## config.mk

```make
export PLATFORM = sky130hd
export DESIGN_NAME = mail_header_stream_parser_core_flat
export DESIGN_NICKNAME = d
export VERILOG_FILES = /design/src/sv/mhsp_pkg.sv /design/src/sv/mhsp_if.sv /design/src/sv/mhsp_datapath.sv /design/src/sv/mhsp_controller.sv /design/src/sv/mail_header_stream_parser_core.sv /design/src/flat_wrapper.sv
export VERILOG_INCLUDE_DIRS = /design/src /design/src/sv
export SDC_FILE = /design/constraint.sdc
export NUM_CORES = 1
export LEC_CHECK = 0
export ABC_CLOCK_PERIOD_IN_PS = 3500
export BUFFER_PORTS_ARGS = -buffer_cell sky130_fd_sc_hd__buf_2
export CORE_UTILIZATION = 40
export CTS_CLUSTER_SIZE = 20
export DETAILED_ROUTE_END_ITERATION = 10
export HOLD_SLACK_MARGIN = 0.15
export PLACE_DENSITY_LB_ADDON = 0.2
export REMOVE_ABC_BUFFERS = 1
export SKIP_LAST_GASP = 1
export SYNTH_ARGS = -nofsm -noshare
export SYNTH_HDL_FRONTEND = slang
export SYNTH_HIERARCHICAL = 1
export SYNTH_SLANG_ARGS = --single-unit
```

## constraint.sdc

```tcl
create_clock -name clk -period 3.5 [get_ports clk]
set_input_delay 1.05 -clock clk [delete_from_list [all_inputs] [get_ports clk]]
set_output_delay 1.05 -clock clk [all_outputs]
set_load 0.05 [all_outputs]
```

## src/sv/mail_header_stream_parser_core_defines.svh

```systemverilog
// Assertion macros shared by the mail header parser modules.
// Depends on nothing; define ASSERT_OFF to compile the checks out.
`ifndef MAIL_HEADER_STREAM_PARSER_CORE_DEFINES_SVH
`define MAIL_HEADER_STREAM_PARSER_CORE_DEFINES_SVH

`ifndef ASSERT_OFF
// Clocked check, disabled while reset is asserted.
`define MHSP_ASSERT(lbl, clk, rstn, prop, msg) \
	lbl: assert property (@(posedge clk) disable iff (!rstn) prop) else $error(msg);
// Clocked check that also holds during reset.
`define MHSP_ASSERT_ALWAYS(lbl, clk, prop, msg) \
	lbl: assert property (@(posedge clk) prop) else $error(msg);
`else
`define MHSP_ASSERT(lbl, clk, rstn, prop, msg)
`define MHSP_ASSERT_ALWAYS(lbl, clk, prop, msg)
`endif

`endif

```

## src/sv/mhsp_pkg.sv

```systemverilog
// Types, character constants and helper functions of the mail header parser.
// Depends on nothing; every other file but the assertion defines header imports it.
`default_nettype none

package mhsp_pkg;

	// Configuration register indexes
	localparam int CFG_IDX_W = 2;
	localparam logic [CFG_IDX_W-1:0] REG_REJECT_HIGH = 2'd0;
	localparam logic [CFG_IDX_W-1:0] REG_MUNGE_HIGH  = 2'd1;

	// Characters
	localparam logic [7:0] CHAR_TAB   = 8'h09;
	localparam logic [7:0] CHAR_LF    = 8'h0A;
	localparam logic [7:0] CHAR_CR    = 8'h0D;
	localparam logic [7:0] CHAR_SPACE = 8'h20;
	localparam logic [7:0] CHAR_DOT   = 8'h2E;
	localparam logic [7:0] CHAR_COLON = 8'h3A;
	localparam logic [7:0] CHAR_X     = 8'h58;
	localparam logic [7:0] HIGH_MIN   = 8'h80;
	localparam logic [7:0] FTEXT_LO_MIN = 8'd33;
	localparam logic [7:0] FTEXT_LO_MAX = 8'd57;
	localparam logic [7:0] FTEXT_HI_MIN = 8'd59;
	localparam logic [7:0] FTEXT_HI_MAX = 8'd126;

	typedef enum logic [1:0] {
		STAT_RUNNING,
		STAT_END,
		STAT_BAD,
		STAT_8BIT
	} status_t;

	typedef enum logic [3:0] {
		PH_START,
		PH_FIELD,
		PH_SEP,
		PH_LEAD,
		PH_TEXT,
		PH_DOT,
		PH_CR,
		PH_NL,
		PH_DOTS,
		PH_END,
		PH_BAD,
		PH_HIGH
	} phase_t;

	typedef enum logic [1:0] {
		SQ_IDLE,
		SQ_DUMP,
		SQ_ITEM0,
		SQ_ITEM1
	} seq_state_t;

	typedef struct packed {
		logic [7:0] out_byte;
		logic       byte_valid;
		logic       in_value;
		logic       header_done;
		status_t    status;
	} item_t;

	localparam item_t ITEM_IDLE = '0;

	// Controller to datapath
	typedef struct packed {
		logic       store_first;
		logic       store_append;
		logic [7:0] wr_byte;
		logic       dump_start;
		logic       load_item;
		item_t      item;
		logic       item_last;
	} dp_cmd_t;

	// Datapath to controller
	typedef struct packed {
		logic reject_high;
		logic munge_high;
		logic name_full;
		logic dump_done;
		logic out_free;
	} dp_stat_t;

	function automatic logic is_ftext(input logic [7:0] b);
		return ((b >= FTEXT_LO_MIN) && (b <= FTEXT_LO_MAX)) ||
			((b >= FTEXT_HI_MIN) && (b <= FTEXT_HI_MAX));
	endfunction

	function automatic logic is_blank(input logic [7:0] b);
		return (b == CHAR_SPACE) || (b == CHAR_TAB);
	endfunction

	function automatic item_t mk_emit(input logic [7:0] b, input logic inval);
		item_t it;
		it = ITEM_IDLE;
		it.out_byte   = b;
		it.byte_valid = 1'b1;
		it.in_value   = inval;
		return it;
	endfunction

	function automatic item_t mk_halt(input status_t code);
		item_t it;
		it = ITEM_IDLE;
		it.status = code;
		return it;
	endfunction

	function automatic item_t mk_done();
		item_t it;
		it = ITEM_IDLE;
		it.header_done = 1'b1;
		return it;
	endfunction

	function automatic phase_t halt_phase(input status_t code);
		phase_t ph;
		unique case (code)
			STAT_END:  ph = PH_END;
			STAT_8BIT: ph = PH_HIGH;
			default:   ph = PH_BAD;
		endcase
		return ph;
	endfunction

endpackage

`default_nettype wire

```

## src/sv/mhsp_if.sv

```systemverilog
// Channel interfaces of the mail header parser: input bytes, results, config writes.
// Depends on mhsp_pkg for the config index width.
`default_nettype none

interface mhsp_in_if;
	logic       valid;
	logic       ready;
	logic [7:0] in_byte;
	logic       end_of_input;

	modport source (output valid, output in_byte, output end_of_input, input ready);
	modport sink (input valid, input in_byte, input end_of_input, output ready);
endinterface

interface mhsp_out_if;
	logic       valid;
	logic       ready;
	logic [7:0] out_byte;
	logic       byte_valid;
	logic       in_value;
	logic       header_done;
	logic [1:0] status;
	logic       last;

	modport source (output valid, output out_byte, output byte_valid, output in_value,
		output header_done, output status, output last, input ready);
	modport sink (input valid, input out_byte, input byte_valid, input in_value,
		input header_done, input status, input last, output ready);
endinterface

interface mhsp_cfg_if;
	import mhsp_pkg::*;
	logic                 valid;
	logic                 ready;
	logic [CFG_IDX_W-1:0] index;
	logic                 data;

	modport source (output valid, output index, output data, input ready);
	modport sink (input valid, input index, input data, output ready);
endinterface

`default_nettype wire

```

## src/sv/mhsp_datapath.sv

```systemverilog
// Datapath: config registers, name buffer memory with registered read, result register.
// Depends on mhsp_pkg; driven by mhsp_controller through dp_cmd_t.
`default_nettype none
`include "mail_header_stream_parser_core_defines.svh"

module mhsp_datapath #(
	parameter int NAME_MAX = 62
) (
	input  wire logic                           clk,
	input  wire logic                           arst_n,
	input  wire logic                           cfg_we,
	input  wire logic [mhsp_pkg::CFG_IDX_W-1:0] cfg_index,
	input  wire logic                           cfg_data,
	input  wire mhsp_pkg::dp_cmd_t              cmd,
	output mhsp_pkg::dp_stat_t                  stat,
	output logic                                out_valid,
	input  wire logic                           out_ready,
	output mhsp_pkg::item_t                     out_item,
	output logic                                out_last
);
	import mhsp_pkg::*;

	localparam int AW = (NAME_MAX > 1) ? $clog2(NAME_MAX) : 1;
	localparam int LW = $clog2(NAME_MAX + 1);

	logic          reject_q;
	logic          munge_q;
	logic [7:0]    name_mem [NAME_MAX];
	logic [LW-1:0] name_len_q;
	logic [LW-1:0] rd_idx_q;
	logic          dump_act_q;
	logic [7:0]    rdata_s1;
	logic          rd_valid_s1;
	logic          out_valid_q;
	item_t         out_item_q;
	logic          out_last_q;

	logic          out_free;
	logic          rd_load;
	logic          rd_en;
	logic          dump_done;
	logic          wr_en;
	logic [AW-1:0] wr_addr;

	assign out_free  = !out_valid_q || out_ready;
	assign rd_load   = rd_valid_s1 && out_free;
	assign rd_en     = dump_act_q && (rd_idx_q != name_len_q) && (!rd_valid_s1 || rd_load);
	assign dump_done = dump_act_q && (rd_idx_q == name_len_q) && !rd_valid_s1;
	assign wr_en     = cmd.store_first || cmd.store_append;
	assign wr_addr   = cmd.store_first ? '0 : name_len_q[AW-1:0];

	always_ff @(posedge clk or negedge arst_n) begin
		if (!arst_n) begin
			reject_q <= 1'b0;
			munge_q  <= 1'b0;
		end else if (cfg_we) begin
			if (cfg_index == REG_REJECT_HIGH) begin
				reject_q <= cfg_data;
			end
			if (cfg_index == REG_MUNGE_HIGH) begin
				munge_q <= cfg_data;
			end
		end
	end

	// Name buffer: one write port, one registered read port
	always_ff @(posedge clk) begin
		if (wr_en) begin
			name_mem[wr_addr] <= cmd.wr_byte;
		end
		if (rd_en) begin
			rdata_s1 <= name_mem[rd_idx_q[AW-1:0]];
		end
	end

	always_ff @(posedge clk or negedge arst_n) begin
		if (!arst_n) begin
			name_len_q  <= '0;
			rd_idx_q    <= '0;
			dump_act_q  <= 1'b0;
			rd_valid_s1 <= 1'b0;
		end else begin
			if (cmd.store_first) begin
				name_len_q <= LW'(1);
			end else if (cmd.store_append) begin
				name_len_q <= name_len_q + LW'(1);
			end
			if (cmd.dump_start) begin
				rd_idx_q   <= '0;
				dump_act_q <= 1'b1;
			end else begin
				if (rd_en) begin
					rd_idx_q <= rd_idx_q + LW'(1);
				end
				if (dump_done) begin
					dump_act_q <= 1'b0;
				end
			end
			if (rd_en) begin
				rd_valid_s1 <= 1'b1;
			end else if (rd_load) begin
				rd_valid_s1 <= 1'b0;
			end
		end
	end

	// Result register: name bytes during a dump, controller items otherwise
	always_ff @(posedge clk or negedge arst_n) begin
		if (!arst_n) begin
			out_valid_q <= 1'b0;
		end else if (out_free) begin
			out_valid_q <= rd_load || cmd.load_item;
		end
	end

	always_ff @(posedge clk) begin
		if (rd_load) begin
			out_item_q <= mk_emit(rdata_s1, 1'b0);
			out_last_q <= 1'b0;
		end else if (cmd.load_item && out_free) begin
			out_item_q <= cmd.item;
			out_last_q <= cmd.item_last;
		end
	end

	always_comb begin
		stat.reject_high = reject_q;
		stat.munge_high  = munge_q;
		stat.name_full   = (name_len_q >= LW'(NAME_MAX));
		stat.dump_done   = dump_done;
		stat.out_free    = out_free;
	end

	assign out_valid = out_valid_q;
	assign out_item  = out_item_q;
	assign out_last  = out_last_q;

	`MHSP_ASSERT(a_len_bound, clk, arst_n, name_len_q <= LW'(NAME_MAX), "name length past buffer")
	`MHSP_ASSERT(a_rd_in_dump, clk, arst_n, rd_valid_s1 |-> dump_act_q, "read data outside dump")
	`MHSP_ASSERT(a_one_loader, clk, arst_n, !(rd_valid_s1 && cmd.load_item),
		"item load collides with name byte")
	`MHSP_ASSERT(a_dump_len, clk, arst_n, $rose(dump_act_q) |-> (name_len_q != '0),
		"dump of an empty name")

endmodule

`default_nettype wire

```

## src/sv/mhsp_controller.sv

```systemverilog
// Controller: parser phase, per-byte decode and sequencing of result beats.
// Depends on mhsp_pkg; commands mhsp_datapath through dp_cmd_t.
`default_nettype none
`include "mail_header_stream_parser_core_defines.svh"

module mhsp_controller (
	input  wire logic               clk,
	input  wire logic               arst_n,
	input  wire logic               in_valid,
	output logic                    in_ready,
	input  wire logic [7:0]         in_byte,
	input  wire logic               end_of_input,
	input  wire mhsp_pkg::dp_stat_t stat,
	output mhsp_pkg::dp_cmd_t       cmd
);
	import mhsp_pkg::*;

	seq_state_t state_q, state_d;
	phase_t     phase_q;
	item_t      item0_q;
	item_t      item1_q;
	logic       item1_vld_q;

	logic       accept;
	logic       b_crlf;
	logic       b_blank;
	logic       b_ftext;

	// Start-of-field decode
	phase_t     start_next;
	logic       start_store;
	logic       start_has_item;
	item_t      start_item;
	// Value text decode
	phase_t     text_next;
	item_t      text_item0;
	item_t      text_item1;
	logic       text_two;
	// Plan for the accepted beat
	phase_t     pl_next;
	logic       pl_store_first;
	logic       pl_store_append;
	logic       pl_dump;
	item_t      pl_item0;
	item_t      pl_item1;
	logic       pl_item1_vld;

	assign in_ready = (state_q == SQ_IDLE);
	assign accept   = in_valid && in_ready;
	assign b_crlf   = (in_byte == CHAR_CR) || (in_byte == CHAR_LF);
	assign b_blank  = is_blank(in_byte);
	assign b_ftext  = is_ftext(in_byte);

	always_comb begin
		start_next     = PH_FIELD;
		start_store    = 1'b0;
		start_has_item = 1'b0;
		start_item     = ITEM_IDLE;
		priority if (in_byte == CHAR_DOT) begin
			start_next  = PH_DOT;
			start_store = 1'b1;
		end else if (b_crlf) begin
			start_next     = PH_END;
			start_has_item = 1'b1;
			start_item     = mk_halt(STAT_END);
		end else if (!b_ftext) begin
			start_next     = PH_BAD;
			start_has_item = 1'b1;
			start_item     = mk_halt(STAT_BAD);
		end else begin
			start_store = 1'b1;
		end
	end

	always_comb begin
		text_next  = PH_TEXT;
		text_item0 = ITEM_IDLE;
		text_item1 = ITEM_IDLE;
		text_two   = 1'b0;
		priority if (b_crlf) begin
			text_item0 = mk_emit(CHAR_CR, 1'b0);
			text_item1 = mk_emit(CHAR_LF, 1'b0);
			text_two   = 1'b1;
			text_next  = (in_byte == CHAR_CR) ? PH_CR : PH_NL;
		end else if ((in_byte >= HIGH_MIN) && stat.reject_high) begin
			text_item0 = mk_halt(STAT_8BIT);
			text_next  = PH_HIGH;
		end else if ((in_byte >= HIGH_MIN) && stat.munge_high) begin
			text_item0 = mk_emit(CHAR_X, 1'b1);
		end else begin
			text_item0 = mk_emit(in_byte, 1'b1);
		end
	end

	always_comb begin
		pl_next         = phase_q;
		pl_store_first  = 1'b0;
		pl_store_append = 1'b0;
		pl_dump         = 1'b0;
		pl_item0        = ITEM_IDLE;
		pl_item1        = ITEM_IDLE;
		pl_item1_vld    = 1'b0;
		priority if (phase_q == PH_END) begin
			pl_item0 = mk_halt(STAT_END);
		end else if (phase_q == PH_BAD) begin
			pl_item0 = mk_halt(STAT_BAD);
		end else if (phase_q == PH_HIGH) begin
			pl_item0 = mk_halt(STAT_8BIT);
		end else if (end_of_input) begin
			if ((phase_q == PH_CR) || (phase_q == PH_NL)) begin
				pl_item0     = mk_done();
				pl_item1     = mk_halt(STAT_END);
				pl_item1_vld = 1'b1;
				pl_next      = PH_END;
			end else if (phase_q == PH_DOTS) begin
				pl_item0 = mk_halt(STAT_BAD);
				pl_next  = PH_BAD;
			end else begin
				pl_item0 = mk_halt(STAT_END);
				pl_next  = PH_END;
			end
		end else begin
			unique case (phase_q)
				PH_START: begin
					pl_next        = start_next;
					pl_store_first = start_store;
					if (start_has_item) begin
						pl_item0 = start_item;
					end
				end
				PH_FIELD, PH_DOT: begin
					priority if ((phase_q == PH_DOT) && b_crlf) begin
						pl_item0 = mk_halt(STAT_END);
						pl_next  = PH_END;
					end else if (b_blank || (in_byte == CHAR_COLON)) begin
						// flush the buffered name, then the separator
						pl_dump  = 1'b1;
						pl_item0 = mk_emit(in_byte, 1'b0);
						pl_next  = (in_byte == CHAR_COLON) ? PH_LEAD : PH_SEP;
					end else if (!b_ftext || stat.name_full) begin
						pl_item0 = mk_halt(STAT_BAD);
						pl_next  = PH_BAD;
					end else begin
						pl_store_append = 1'b1;
						pl_next         = PH_FIELD;
					end
				end
				PH_SEP: begin
					priority if (in_byte == CHAR_COLON) begin
						pl_item0 = mk_emit(in_byte, 1'b0);
						pl_next  = PH_LEAD;
					end else if (b_blank) begin
						pl_item0 = mk_emit(in_byte, 1'b0);
					end else if (in_byte == CHAR_DOT) begin
						pl_item0 = mk_emit(in_byte, 1'b0);
						pl_next  = PH_DOTS;
					end else begin
						pl_item0 = mk_halt(STAT_BAD);
						pl_next  = PH_BAD;
					end
				end
				PH_DOTS: begin
					if (in_byte == CHAR_DOT) begin
						pl_item0 = mk_emit(in_byte, 1'b0);
					end else begin
						pl_item0 = mk_halt(STAT_BAD);
						pl_next  = PH_BAD;
					end
				end
				PH_LEAD, PH_TEXT: begin
					if ((phase_q == PH_LEAD) && b_blank) begin
						pl_item0 = mk_emit(in_byte, 1'b0);
					end else begin
						pl_item0     = text_item0;
						pl_item1     = text_item1;
						pl_item1_vld = text_two;
						pl_next      = text_next;
					end
				end
				PH_CR, PH_NL: begin
					priority if ((phase_q == PH_CR) && (in_byte == CHAR_LF)) begin
						pl_next = PH_NL;
					end else if (b_blank) begin
						// folded line: keep the blank, stay in the value
						pl_item0 = mk_emit(in_byte, 1'b0);
						pl_next  = PH_TEXT;
					end else begin
						pl_item0       = mk_done();
						pl_item1       = start_item;
						pl_item1_vld   = start_has_item;
						pl_next        = start_next;
						pl_store_first = start_store;
					end
				end
				default: begin
					pl_item0 = mk_halt(STAT_BAD);
					pl_next  = halt_phase(STAT_BAD);
				end
			endcase
		end
	end

	// Next state
	always_comb begin
		state_d = state_q;
		unique case (state_q)
			SQ_IDLE: begin
				if (accept) begin
					priority if (pl_dump) begin
						state_d = SQ_DUMP;
					end else if (stat.out_free) begin
						state_d = pl_item1_vld ? SQ_ITEM1 : SQ_IDLE;
					end else begin
						state_d = SQ_ITEM0;
					end
				end
			end
			SQ_DUMP: begin
				if (stat.dump_done) begin
					state_d = SQ_ITEM0;
				end
			end
			SQ_ITEM0: begin
				if (stat.out_free) begin
					state_d = item1_vld_q ? SQ_ITEM1 : SQ_IDLE;
				end
			end
			SQ_ITEM1: begin
				if (stat.out_free) begin
					state_d = SQ_IDLE;
				end
			end
			default: state_d = SQ_IDLE;
		endcase
	end

	// Commands
	always_comb begin
		cmd              = '0;
		cmd.wr_byte      = in_byte;
		cmd.store_first  = accept && pl_store_first;
		cmd.store_append = accept && pl_store_append;
		cmd.dump_start   = accept && pl_dump;
		unique case (state_q)
			SQ_IDLE: begin
				cmd.load_item = accept && !pl_dump && stat.out_free;
				cmd.item      = pl_item0;
				cmd.item_last = !pl_item1_vld;
			end
			SQ_ITEM0: begin
				cmd.load_item = stat.out_free;
				cmd.item      = item0_q;
				cmd.item_last = !item1_vld_q;
			end
			SQ_ITEM1: begin
				cmd.load_item = stat.out_free;
				cmd.item      = item1_q;
				cmd.item_last = 1'b1;
			end
			default: begin
				cmd.load_item = 1'b0;
			end
		endcase
	end

	always_ff @(posedge clk or negedge arst_n) begin
		if (!arst_n) begin
			state_q     <= SQ_IDLE;
			phase_q     <= PH_START;
			item1_vld_q <= 1'b0;
		end else begin
			state_q <= state_d;
			if (accept) begin
				phase_q     <= pl_next;
				item1_vld_q <= pl_item1_vld;
			end
		end
	end

	always_ff @(posedge clk) begin
		if (accept) begin
			item0_q <= pl_item0;
			item1_q <= pl_item1;
		end
	end

	`MHSP_ASSERT(a_stop_sticks, clk, arst_n,
		(phase_q == PH_END || phase_q == PH_BAD || phase_q == PH_HIGH) |=> $stable(phase_q),
		"parser left a stopped phase")
	`MHSP_ASSERT(a_dump_phase, clk, arst_n,
		(state_q == SQ_DUMP) |-> (phase_q == PH_SEP || phase_q == PH_LEAD),
		"name dump outside separator phase")
	`MHSP_ASSERT(a_item1_pending, clk, arst_n, (state_q == SQ_ITEM1) |-> item1_vld_q,
		"second beat sent without one queued")

endmodule

`default_nettype wire

```

## src/sv/mail_header_stream_parser_core.sv

```systemverilog
// Result beats are held in a registered output stage; the rates below hold while it is free.
// Throughput: one byte per cycle when it yields one beat; a byte that yields two
// (newline to CRLF, field end with a stop) holds the input until both are loaded; a name
// ended by blank or colon goes out one name byte per cycle from the buffer's read port.
// Reset (arst_n low): phase to name start, name length 0, config bits 0; buffer not cleared.
`default_nettype none

module mail_header_stream_parser_core #(
	parameter int NAME_MAX = 62
) (
	input  wire logic  clk,
	input  wire logic  arst_n,
	mhsp_in_if.sink    in_ch,
	mhsp_out_if.source out_ch,
	mhsp_cfg_if.sink   cfg_ch
);
	import mhsp_pkg::*;

	dp_cmd_t  cmd;
	dp_stat_t stat;
	logic     ctl_in_ready;
	logic     out_valid;
	item_t    out_item;
	logic     out_last;
	logic     cfg_we;

	// Config writes are always taken
	assign cfg_ch.ready = 1'b1;
	assign cfg_we       = cfg_ch.valid;

	mhsp_controller u_ctl (
		.clk          (clk),
		.arst_n       (arst_n),
		.in_valid     (in_ch.valid),
		.in_ready     (ctl_in_ready),
		.in_byte      (in_ch.in_byte),
		.end_of_input (in_ch.end_of_input),
		.stat         (stat),
		.cmd          (cmd)
	);

	mhsp_datapath #(
		.NAME_MAX (NAME_MAX)
	) u_dp (
		.clk       (clk),
		.arst_n    (arst_n),
		.cfg_we    (cfg_we),
		.cfg_index (cfg_ch.index),
		.cfg_data  (cfg_ch.data),
		.cmd       (cmd),
		.stat      (stat),
		.out_valid (out_valid),
		.out_ready (out_ch.ready),
		.out_item  (out_item),
		.out_last  (out_last)
	);

	assign in_ch.ready        = ctl_in_ready;
	assign out_ch.valid       = out_valid;
	assign out_ch.out_byte    = out_item.out_byte;
	assign out_ch.byte_valid  = out_item.byte_valid;
	assign out_ch.in_value    = out_item.in_value;
	assign out_ch.header_done = out_item.header_done;
	assign out_ch.status      = out_item.status;
	assign out_ch.last        = out_last;

endmodule

`default_nettype wire
```

## src/flat_wrapper.sv

```systemverilog
// flat-port wrapper written by rule: the top's interface ports become plain ports
module mail_header_stream_parser_core_flat import mhsp_pkg::*;
#(
	parameter int NAME_MAX = 62
)
  (clk, arst_n, in_ch_valid, in_ch_in_byte, in_ch_end_of_input, in_ch_ready, out_ch_valid, out_ch_out_byte, out_ch_byte_valid, out_ch_in_value, out_ch_header_done, out_ch_status, out_ch_last, out_ch_ready, cfg_ch_valid, cfg_ch_index, cfg_ch_data, cfg_ch_ready);
  mhsp_in_if in_ch_i ();
  mhsp_out_if out_ch_i ();
  mhsp_cfg_if cfg_ch_i ();
  input  wire logic clk;
  input  wire logic arst_n;
  input wire logic [$bits(in_ch_i.valid)-1:0] in_ch_valid;
  input wire logic [$bits(in_ch_i.in_byte)-1:0] in_ch_in_byte;
  input wire logic [$bits(in_ch_i.end_of_input)-1:0] in_ch_end_of_input;
  output wire logic [$bits(in_ch_i.ready)-1:0] in_ch_ready;
  output wire logic [$bits(out_ch_i.valid)-1:0] out_ch_valid;
  output wire logic [$bits(out_ch_i.out_byte)-1:0] out_ch_out_byte;
  output wire logic [$bits(out_ch_i.byte_valid)-1:0] out_ch_byte_valid;
  output wire logic [$bits(out_ch_i.in_value)-1:0] out_ch_in_value;
  output wire logic [$bits(out_ch_i.header_done)-1:0] out_ch_header_done;
  output wire logic [$bits(out_ch_i.status)-1:0] out_ch_status;
  output wire logic [$bits(out_ch_i.last)-1:0] out_ch_last;
  input wire logic [$bits(out_ch_i.ready)-1:0] out_ch_ready;
  input wire logic [$bits(cfg_ch_i.valid)-1:0] cfg_ch_valid;
  input wire logic [$bits(cfg_ch_i.index)-1:0] cfg_ch_index;
  input wire logic [$bits(cfg_ch_i.data)-1:0] cfg_ch_data;
  output wire logic [$bits(cfg_ch_i.ready)-1:0] cfg_ch_ready;
  assign in_ch_i.valid = in_ch_valid;
  assign in_ch_i.in_byte = in_ch_in_byte;
  assign in_ch_i.end_of_input = in_ch_end_of_input;
  assign in_ch_ready = in_ch_i.ready;
  assign out_ch_valid = out_ch_i.valid;
  assign out_ch_out_byte = out_ch_i.out_byte;
  assign out_ch_byte_valid = out_ch_i.byte_valid;
  assign out_ch_in_value = out_ch_i.in_value;
  assign out_ch_header_done = out_ch_i.header_done;
  assign out_ch_status = out_ch_i.status;
  assign out_ch_last = out_ch_i.last;
  assign out_ch_i.ready = out_ch_ready;
  assign cfg_ch_i.valid = cfg_ch_valid;
  assign cfg_ch_i.index = cfg_ch_index;
  assign cfg_ch_i.data = cfg_ch_data;
  assign cfg_ch_ready = cfg_ch_i.ready;
  mail_header_stream_parser_core #(.NAME_MAX(NAME_MAX)) u_core (.clk(clk), .arst_n(arst_n), .in_ch(in_ch_i), .out_ch(out_ch_i), .cfg_ch(cfg_ch_i));
endmodule
```

Yosys cells after proc, flatten, opt, wreduce, memory -nomap -nowiden
Memory sizes are Yosys's and may differ from the RTL's. A register that Yosys moved wholly into a read port is not among the register bits.
Index checks and enable logic that the tools add are counted.
Word-level totals
  flip-flop bits (word level): 64
  latch bits: 0
  memory bits (writable): 496
  memory bits (read-only): 0
  input port bits: 17
  output and inout bits: 17
  logic and storage cells: 233
  memories: 1
Cells by class
  $add $sub $neg: 2
  $mul: 0
  divide/modulo/power cells: 0
  $lt $le $gt $ge: 6
  eq/ne operators: 30
  shift-type cells: 0
  multiplexer cells: 113
  bitwise operators: 3
  reductions and logical operators: 52
Memories
  u_core.u_dp.name_mem: depth 62, bits a word 8, read ports 1, clocked after memory_dff 1, wr ports 1, RTL line mhsp_datapath.sv:28  | logic [7:0] name_mem [NAME_MAX];
Operators by type and width (number)
  13-bit two-way mux: 22
  13-bit one-hot mux with 6 select lines: 1
  4-bit two-way mux: 15
  1-bit two-way mux: 45
  14-bit one-hot mux with 3 select lines: 1
  2-bit two-way mux: 16
  6-bit two-way mux: 5
  13-bit one-hot mux with 2 select lines: 1
  8-bit by 4-bit equality test with 1-bit output, second input constant: 3
  8-bit by 6-bit equality test with 1-bit output, second input constant: 3
  4-bit one-hot mux with 6 select lines: 1
  1-bit logical AND: 19
  4-bit by 3-bit equality test with 1-bit output, second input constant: 4
  4-bit equality test, second input constant: 4
  8-bit by 6-bit greater-or-equal comparator with 1-bit output, second input constant: 2
  6-bit by 1-bit adder with 6-bit output, second input constant: 2
  1-bit logical OR: 10
  2-bit nonzero test: 5
  9-bit two-way mux: 1
  4-bit by 2-bit equality test with 1-bit output, second input constant: 2
  8-bit greater-or-equal comparator, second input constant: 1
  8-bit by 6-bit <= comparator with 1-bit output, second input constant: 1
  8-bit by 7-bit <= comparator with 1-bit output, second input constant: 1
  2-bit one-hot mux with 4 select lines: 1
  other kinds (21): 40

Logic depth before layout (Yosys ltp)
Gate-level depths: netlist (run 1).
  word-level depth: 18
  gate-level depth with buffers: 14
  mapped depth without buffers: 11

By module
Netlist (run 1), hierarchy kept.
By module, submodules not included
  mhsp_datapath: instances 1, cells each 1094, area an instance 21185.3 µm², seq. area each 15920.3 µm²
  mhsp_controller: instances 1, cells each 302, area an instance 2432.3 µm², seq. area each 655.6 µm²
  mail_header_stream_parser_core: instances 1, cells each 2, area an instance 11.3 µm², seq. area each 0.0 µm²

Least setup slack after synthesis (run 1)
OpenSTA, ideal clock, no wires.
  kind: input to register
  start point: in in_ch_in_byte[5]
  end point: mem u_core.u_dp.name_mem[35][0], enable pin
  library setup time: 0.383 ns
  arrival: 3.555 ns
  data required time: 3.117 ns
  setup slack: -0.438 ns
  stages: 10
  buffers on the path: 3
  cell sequence: clkbuf_1 or4b_2 o211ai_1 a31oi_1 nor2_1 nor3_1 clkbuf_1 clkbuf_1 nand3b_1 nor3_1
RTL lines
  start, declared: RTL line flat_wrapper.sv:13  | input wire logic [$bits(in_ch_i.in_byte)-1:0] in_ch_in_byte;
  end, declared: RTL line mhsp_datapath.sv:28

==> results of run 1 <==
worst max-delay path: stages:
cell	delay, ps
buf_2	220
or4b_2	650
o211ai_1	150
a31oi_1	150
nor2_2	190
nor3_4	110
nor2_2	250
buf_4	160
nand2_1	250
nor2_1	200
buf_4	200
placed cells by master, fill, tap and decap left out, types with 12 or more instances in the layout:
cell type,netlist,final
a21oi_1,50,50
inv_1,17,17
buf_4,20,203
nor2b_1,13,13
nand2_1,68,68
a22o_1,16,16
mux2i_1,64,64
o211ai_1,13,13
o21ai_0,42,42
edfxtp_1,528,528
a221oi_1,12,12
dfrtp_1,24,21
nor3_1,22,21
nor2_1,99,97
bufinv_16,0,12
mux4_2,103,103
buf_2,15,32
clkbuf_16,0,57
nand3_1,19,19
what timing repair did:
item	in CTS	in global routing
setup endpoints to repair	0	144
hold endpoints to repair	0	0
resized for setup	0	3
cell families after synthesis:
family                     after synthesis  share of synthesized area
DFF                                    558                      0.702
xor gates and xnor gates                12                    0.00445
and+or+nand+nor                        299                     0.0629
other                                    1                   0.000159
muxes                                  181                      0.135
AOI/OAI and AO/OA                      228                     0.0686
adders and majority gates                3                    0.00159
buffers and inverters                  116                     0.0256
report_power, final:
group          internal, uW  switching (uW)  leakage, uW
Clock                  3870            2540     0.000957
Sequential             7420            58.9      0.00512
Combinational           265             677      0.00305
cell usage after synthesis, types with 12 or more instances:
master      n  area, um2
o211ai_1   13       97.6
edfxtp_1  528      15900
buf_2      15       75.1
nor2_1     99        372
a221oi_1   12        105
inv_1      17       63.8
nand3_1    19       95.1
buf_4      20        150
a22o_1     16        140
mux4_2    103       2320
clkbuf_1   48        180
nor3_1     22        110
dfrtp_1    24        601
nor2b_1    13       81.3
mux2i_1    64        641
o21ai_0    42        210
nand2_1    68        255
a21oi_1    50        250
area by class of cell:
cell class | count | share of cell area
Tap cell | 765 | 0.0343
Sequential cell | 558 | 0.594
Antenna cell | 1 | 0.0000896
Clock buffer | 63 | 0.0519
Timing Repair Buffer | 244 | 0.0668
Multi-Input combinational cell | 724 | 0.231
Inverter | 17 | 0.00229
Clock inverter | 39 | 0.0194
how the worst max path moves through the flow:
stage | from | to | slack [ps] | depth (start not counted)
finish | in_ch_in_byte[5] | u_core/u_dp/name_mem[20][1] | 200 | 11
CTS | u_core/u_ctl/phase_q[1] | u_core/u_dp/name_mem[20][1] | 100 | 9
global route | u_core/u_ctl/phase_q[1] | u_core/u_dp/name_mem[1][1] | 20 | 11
floorplan | u_core/u_dp/rd_idx_q[0] | u_core/u_dp/rdata_s1[0] | -3640 | 4
detailed placement | in_ch_in_byte[5] | u_core/u_dp/name_mem[20][5] | -550 | 11
global placement | in_ch_in_byte[5] | u_core/u_dp/name_mem[34][2] | -500 | 11
metrics by stage:
stage / area, um2 / hold WS [ps] / setup WS [ps] / power (uW) / instances
floorplan: 23100 / 451 / -3640 / 8140 / 1299
global placement: 25900 / 452 / -501 / 8550 / 2308
detailed placement: 25900 / 454 / -547 / 8560 / 2308
CTS: 27900 / 463 / 98.2 / 15000 / 2410
global route: 27900 / 475 / 16.1 / 15300 / 2410
finish: 27900 / 457 / 196 / 14800 / 2411
state kept, by name, indices dropped and copies added (netlist names):
register                  cells
u_core/u_dp/out_valid         1
u_core/u_dp/name_len_q        6
u_core/u_dp/reject_q          1
u_core/u_ctl/phase_q          4
u_core/u_ctl/state_q          2
u_core/u_dp/out_last          1
u_core/u_ctl/item1_q          3
u_core/u_dp/munge_q           1
u_core/u_dp/dump_act_q        1
u_core/u_dp/name_mem        496
u_core/u_ctl/item0_q         13
u_core/u_dp/out_item         13
u_core/u_dp/rdata_s1          8
u_core/u_dp/rd_idx_q          6
u_core/u_ctl/item1_vld_q      1
u_core/u_dp/rd_valid_s1       1
layer usage:
layer,up-vias,share of wire,GRT usage
met3,91,0.061,0.0272
met2,497,0.46,0.306
met4,0,0.023,0.0537
met5,-,0,0
li1,6024,-,-
met1,7045,0.46,0.302
==> run_results.csv, run 1 <==
group,metric,value,unit
global_route,total_congestion_overflow_after_global_routing,0,
die,num_io_pins,34,
global_route,grt_antenna_before_repair,5,
setup_path,timing.critical_path.from_type,"primary input",
clock_tree,root_buffer,"clkbuf_16",
sta,max_clock_freq,303,MHz
synthesis,synth-async-reset-ratio,0.0430,
setup_path,worst_setup_path_end_kind,"flop",
sta,finalCritPeriodShare,0.944,
sta,finalHoldViolations,0,
sta,grt_setup_unrepaired,"no",
flow_run,cap_violations,0,
sta,finalSetupViolations,0,
synthesis,post_synth.cell_area_avg,16.9,um2
power,cellLeakagePower,0.00913,uW
finish,final_core_utilization,0.481,
power,power_per_cell_area,531,nW/um2
min_path,hold_path.class,"reg2reg",
setup_path,worst-r2r-setup-slack,220,ps
sta,worst_slew_margin_relative_to_its_limit,0.181,
die,core_area,58000,um2
clock_tree,clock_sink_count,558,
synthesis,syn-cell-area,23600,um2
synthesis,postSynth.topFlopCell,"edfxtp_1",
finish,layout-drive-gt1-share,0.283,
drt,drcViolationCount,0,
clock_tree,postCtsSetupBuffers,0,
status,result_of_the_run,"completed",
synthesis,synthCells,1398,
placement,dpl.hpwl,40300,um
sta,timing.clock.skew,20.4,ps
finish,synthToLayoutAreaGrowth,18.2,%
synthesis,count_of_synthesis_stage_warnings_from_yosys,6,
drt,detail_route.first_pass.iterations,5,
die,start_util,0.407,
clock_tree,cts_max_path_buffers,3,
clock_tree,cts_htree_levels,2,
drt,total_detailed_routing_wirelength,59700,um
clock_tree,cts.clk_slew.worst_paths,60,ps
placement,buffer_ports.inserted,32,
drt,wl_per_cell,24.8,um
global_route,total_global_route_track_usage,0.201,
die,die_x,245,um
sta,drv_slew,0,
clock_tree,cts_tree,"built",
clock_tree,cts-buffers-inserted,56,
drt,via_count,13657,
clock_tree,number_of_hold_buffers_added_after_cts,0,
setup_path,timing.setup.critical_path_class,"in2reg",
synthesis,count_of_cell_types_in_the_netlist,85,
sta,tightest_slew,1210,ps
setup_path,timing.reg2reg.worst_path_depth,11,
sta,setup_total_negative_slack,0,ps
die,floorplan.rows,88,
sta,final_period_minus_worst_setup_slack,3300,ps
setup_path,worst_r2r_endpoint,"u_core/u_dp/name_mem[1][1]",
min_path,holdCritStartpoint,"u_core/u_dp/out_item[3]",
global_route,grt_first_pass_wirelength,88700,um
drt,ant_nets,0,
global_route,grt_pass1_vias,13328,
finish,multi_input_comb_area,6460,um2
synthesis,ys_seq_area_frac,0.702,
setup_path,critical_path_required,3800,ps
drt,drt_initial_violations,1249,
clock_tree,worstSkewPairLatency,610,ps
finish,seqCellArea,16600,um2
setup_path,timing.rr.start,"u_core/u_ctl/phase_q[1]",
min_path,hold_ep,"u_core/u_dp/out_item[3]",
setup_path,cp_data_arrival_time,3610,ps
drt,routed_via_density,5.66,
die,die_area,60000,um2
placement,gp_congestion,0.901,
min_path,min_path_cells,2,
power,ir_worst_vdd,0.000470,V
synthesis,synth_enable_flop_cells,528,
synthesis,synth-seq-cells,558,
die,die-height,245,um
setup_path,worstPathMaxFanout,12,
global_route,grt_max_degree,62,
finish,n_fill_cell,4917,
finish,nets,1621,
(Power assumes the default switching activity.)
==> inputs of run 2 (changes only) <==
Settings changed: SETUP_SLACK_MARGIN set to 0.3.
==> run_results.csv, run 2 (synthesis results as in run 1) <==
group,metric,value,unit
global_route,grt_max_degree,62,
sta,finalCritPeriodShare,0.909,
drt,detail_route.first_pass.iterations,6,
drt,drcViolationCount,0,
sta,drv_slew,0,
sta,worst_slew_margin_relative_to_its_limit,0.187,
global_route,grt_pass1_vias,13318,
power,power,14800,uW
global_route,grt_antenna_before_repair,5,
finish,fin_area,28100,um2
sta,final_period_minus_worst_setup_slack,3180,ps
finish,regMostFlops,"u_core/u_dp/name_mem",
min_path,holdCritStartpoint,"u_core/u_dp/out_item[3]",
sta,tightest_slew,1200,ps
drt,ant_nets,0,
setup_path,timing.rr.start,"u_core/u_ctl/phase_q[1]",
power,power_per_cell_area,529,nW/um2
min_path,hold_path.class,"reg2reg",
finish,layout_common_cells,"edfxtp_1, buf_4, mux4_2",
flow_run,cap_violations,0,
die,die_x,245,um
setup_path,timing.setup.critical_path_class,"in2reg",
drt,wl_per_cell,24.9,um
clock_tree,cts.clk_slew.worst_paths,60,ps
finish,layout-drive-gt1-share,0.294,
die,die-height,245,um
setup_path,worst-r2r-setup-slack,400,ps
clock_tree,clock_sink_count,558,
drt,drt_initial_violations,1187,
sta,timing.clock.skew,19.3,ps
global_route,total_global_route_track_usage,0.201,
die,floorplan.rows,88,
finish,synthToLayoutAreaGrowth,18.7,%
placement,dpl.hpwl,40300,um
setup_path,worst_r2r_endpoint,"u_core/u_dp/name_mem[1][1]",
placement,placed_instance_area,25900,um2
clock_tree,root_buffer,"clkbuf_16",
finish,nets,1625,
power,ir_worst_vdd,0.000470,V
power,cellLeakagePower,0.00915,uW
sta,finalHoldViolations,0,
clock_tree,cts_max_path_buffers,3,
sta,grt_setup_unrepaired,"yes",
clock_tree,worstSkewPairLatency,610,ps
setup_path,worstPathMaxFanout,8,
drt,total_detailed_routing_wirelength,60200,um
drt,routed_via_density,5.67,
sta,max_clock_freq,314,MHz
setup_path,timing.reg2reg.worst_path_depth,11,
clock_tree,cts_htree_levels,2,
die,num_io_pins,34,
setup_path,worstSetupStartpoint,"in_ch_in_byte[3]",
finish,largest_register_ffs,496,
global_route,grt_first_pass_wirelength,88700,um
placement,buffer_ports.inserted,32,
setup_path,critical_path_required,3810,ps
die,die_area,60000,um2
status,result_of_the_run,"completed",
setup_path,cp_data_arrival_time,3500,ps
min_path,hold_ep,"u_core/u_dp/out_item[3]",
clock_tree,cts_tree,"built",
finish,mostFrequentLayoutCell,"edfxtp_1",
die,start_util,0.407,
drt,via_count,13682,
clock_tree,cts-buffers-inserted,56,
placement,gp_congestion,0.901,
global_route,total_congestion_overflow_after_global_routing,0,
setup_path,worst_setup_path_end_kind,"flop",
min_path,min_path_cells,2,
sta,finalSetupViolations,0,
setup_path,timing.critical_path.from_type,"primary input",
die,core_area,58000,um2
-- run 2: per-layer routing --
metal | global-route usage | vias to the layer above | wire length (um)
li1 | - | 6030 | -
met1 | 0.302 | 7049 | 27300
met2 | 0.307 | 516 | 27700
met3 | 0.0272 | 87 | 3830
met4 | 0.0526 | 0 | 1370
met5 | 0 | - | 0
-- run 2: layout make-up --
class	instances	area, um2
Timing Repair Buffer	247	1890
Sequential cell	558	16600
Clock inverter	39	541
Antenna cell	1	2.50
Tap cell	765	957
Clock buffer	63	1450
Inverter	17	63.8
Fill cell	4901	30000
Multi-Input combinational cell	725	6570
-- run 2: through the flow --
step | util | setup WS [ps] | cells | hold WS [ps] | TNS [ps]
3_5_place_dp | 0.447 | -547 | 2308 | 454 | -180650
3_3_place_gp | 0.447 | -501 | 2308 | 452 | -164220
2_1_floorplan | - | -3640 | 1299 | 451 | -459750
6_report | 0.484 | 318 | 2415 | 457 | 0
5_1_grt | 0.483 | 257 | 2414 | 475 | 0
4_1_cts | 0.482 | 308 | 2410 | 463 | 0
-- run 2: worst max-delay path, cell delays in order --
cell and delay [ps]:
buf_2 160, or4b_2 710, o211ai_1 160, a31oi_2 160, nor2_4 190, nor3_4 110
nor2_4 170, nand4b_1 190, buf_4 210, nor3_1 160, buf_4 210
-- run 2: worst max path at each step --
stage                                       end  slack, ps  depth (start not counted)
floorplan               u_core/u_dp/rdata_s1[0]      -3640                          4
global placement    u_core/u_dp/name_mem[34][2]       -500                         11
detailed placement  u_core/u_dp/name_mem[20][5]       -550                         11
CTS                  u_core/u_dp/name_mem[1][1]        310                         12
global route        u_core/u_dp/name_mem[33][3]        260                         10
finish              u_core/u_dp/name_mem[33][6]        320                         11
-- run 2: where the power goes --
group / switching, uW / total, uW / internal (uW) / leakage, uW
clock: 2540 / 6410 / 3870 / 0.000957
sequential: 59.1 / 7480 / 7420 / 0.00512
combinational: 684 / 950 / 267 / 0.00307
total: 3290 / 14800 / 11600 / 0.00915
-- run 2: what timing repair did --
action | 4_1_cts | 5_1_grt
endpoints found under the setup margin | 200 | 458
hold buffers | 0 | 0
resized for setup | 8 | 16
buffers inserted | 0 | 3
pin swaps | 0 | 4
gates cloned | 0 | 1
==> inputs of run 3 (changes only) <==
Settings changed: CORE_ASPECT_RATIO set to 2, SETUP_SLACK_MARGIN 0.3 to not set.
==> run_results.csv, run 3 (synthesis results as in run 1) <==
group,metric,value,unit
status,result_of_the_run,"completed",
setup_path,critical_path_required,3780,ps
setup_path,worst_setup_path_end_kind,"flop",
global_route,globalRouteMet1Util,0.225,
setup_path,timing.reg2reg.worst_path_depth,12,
sta,worst_slew_margin_relative_to_its_limit,0.344,
global_route,top_usage_layer,"met2",
global_route,grt_max_degree,69,
die,die_area,60100,um2
sta,finalSetupViolations,0,
clock_tree,postCtsSetupBuffers,0,
clock_tree,cts_tree,"built",
global_route,total_congestion_overflow_after_global_routing,0,
power,power,13900,uW
finish,layout-drive-gt1-share,0.285,
finish,synthToLayoutAreaGrowth,17.0,%
global_route,grt_pass1_vias,14528,
min_path,min_path_cells,2,
die,floorplan.rows,125,
finish,largest_register_ffs,496,
setup_path,cp_data_arrival_time,3740,ps
clock_tree,cts_htree_levels,2,
sta,final_period_minus_worst_setup_slack,3460,ps
global_route,grt_first_pass_wirelength,94700,um
finish,regMostFlops,"u_core/u_dp/name_mem",
placement,gp_congestion,0.953,
sta,tightest_slew,984,ps
finish,mostFrequentLayoutCell,"edfxtp_1",
drt,drt_initial_violations,1244,
drt,routed_via_density,5.65,
drt,drcViolationCount,0,
power,cellLeakagePower,0.00901,uW
setup_path,worstPathMaxFanout,10,
sta,finalHoldViolations,0,
clock_tree,cts_max_path_buffers,3,
flow_run,cap_violations,0,
sta,finalCritPeriodShare,0.988,
sta,drv_slew,0,
global_route,groute.layer.met2.usage,0.417,
power,power_per_cell_area,502,nW/um2
global_route,grt_antenna_before_repair,4,
die,num_io_pins,34,
clock_tree,root_buffer,"clkbuf_16",
sta,timing.clock.skew,19.3,ps
power,ir_worst_vdd,0.000333,V
finish,nets,1632,
die,start_util,0.406,
drt,via_count,13626,
drt,ant_nets,0,
drt,total_detailed_routing_wirelength,64000,um
setup_path,timing.critical_path.from_type,"primary input",
drt,detail_route.first_pass.iterations,5,
setup_path,timing.setup.critical_path_class,"in2reg",
finish,layout_common_cells,"edfxtp_1, buf_4, mux4_2",
die,core_area,58200,um2
global_route,grtUsageMet3,0.0213,
clock_tree,worstSkewPairLatency,590,ps
finish,final_core_utilization,0.475,
die,die_x,174,um
clock_tree,cts.clk_slew.worst_paths,60,ps
clock_tree,cts-buffers-inserted,48,
global_route,total_global_route_track_usage,0.216,
clock_tree,clock_sink_count,558,
placement,dpl.hpwl,44700,um
sta,hold_slack,460,ps
min_path,hold_path.class,"reg2reg",
placement,buffer_ports.inserted,32,
drt,wl_per_cell,26.5,um
sta,max_clock_freq,289,MHz
die,die-height,346,um
-- run 3: cell count changes in the layout (fill, tap and decap cells not counted), sizes merged --
cell | previous run | this run
bufinv | 12 | 5
clkinv | 23 | 17
nor3 | 23 | 22
clkinvlp | 4 | 6
clkbuf | 65 | 57
inv | 17 | 19
buf | 245 | 263
diode | 1 | 2
-- run 3: per-stage QoR --
step                      TNS [ps]  area, um2  setup WS [ps]  cells
after floorplan            -459750      23100          -3640   1299
after global placement     -256960      26000           -689   2324
after detailed placement   -286670      26000           -768   2324
after CTS                        0      27600           56.5   2411
after global routing          -534      27700          -58.7   2413
final                            0      27700           42.9   2413
-- run 3: worst paths after layout --
path / from / to / slack, ps
max: in_ch_in_byte[6] / u_core/u_dp/name_mem[7][1] / 40
min: u_core/u_dp/out_item[3] / u_core/u_dp/out_item[3] / 460
max reg2reg: u_core/u_ctl/phase_q[1] / u_core/u_dp/name_mem[7][1] / 90
min reg2reg: u_core/u_dp/out_item[3] / u_core/u_dp/out_item[3] / 460
max in group asynchronous: arst_n / u_core/u_dp/rd_idx_q[1] / 2510
min in group asynchronous: arst_n / u_core/u_ctl/phase_q[1] / 480
-- run 3: layer usage --
| layer | vias to the layer above | wire length, um |
|---|---|---|
| met5 | - | 0 |
| met4 | 0 | 3450 |
| met3 | 141 | 2040 |
| met2 | 373 | 36300 |
| met1 | 7085 | 22100 |
| li1 | 6027 | - |
-- run 3: power by group --
group / leakage, uW / internal, uW / switching (uW)
clock network: 0.000757 / 2990 / 2420
logic: 0.00313 / 281 / 697
registers: 0.00512 / 7420 / 62.1
-- run 3: critical path: stages --
cell and delay (ps):
buf_2 230, o21bai_1 130, buf_4 140, a311oi_1 330
nand2_1 140, nor4_2 460, buf_4 220, and2_0 290
nand2_1 90, buf_4 190, nor2_1 210, buf_4 230
-- run 3: what timing repair did --
item | in CTS | in global routing
setup endpoints to repair | 57 | 150
cloned | 0 | 0
pin swaps | 0 | 1
resized for setup | 1 | 2
hold buffers | 0 | 0
-- run 3: final cells by class --
| type | instances | area [um2] |
|---|---|---|
| fill | 4969 | 30500 |
| antenna | 2 | 5.00 |
| sequential | 558 | 16600 |
| tap | 762 | 953 |
| inverter | 17 | 63.8 |
| clock inverter | 30 | 305 |
| multi-input combinational | 724 | 6470 |
| timing repair buffer | 263 | 1990 |
| clock buffer | 57 | 1280 |
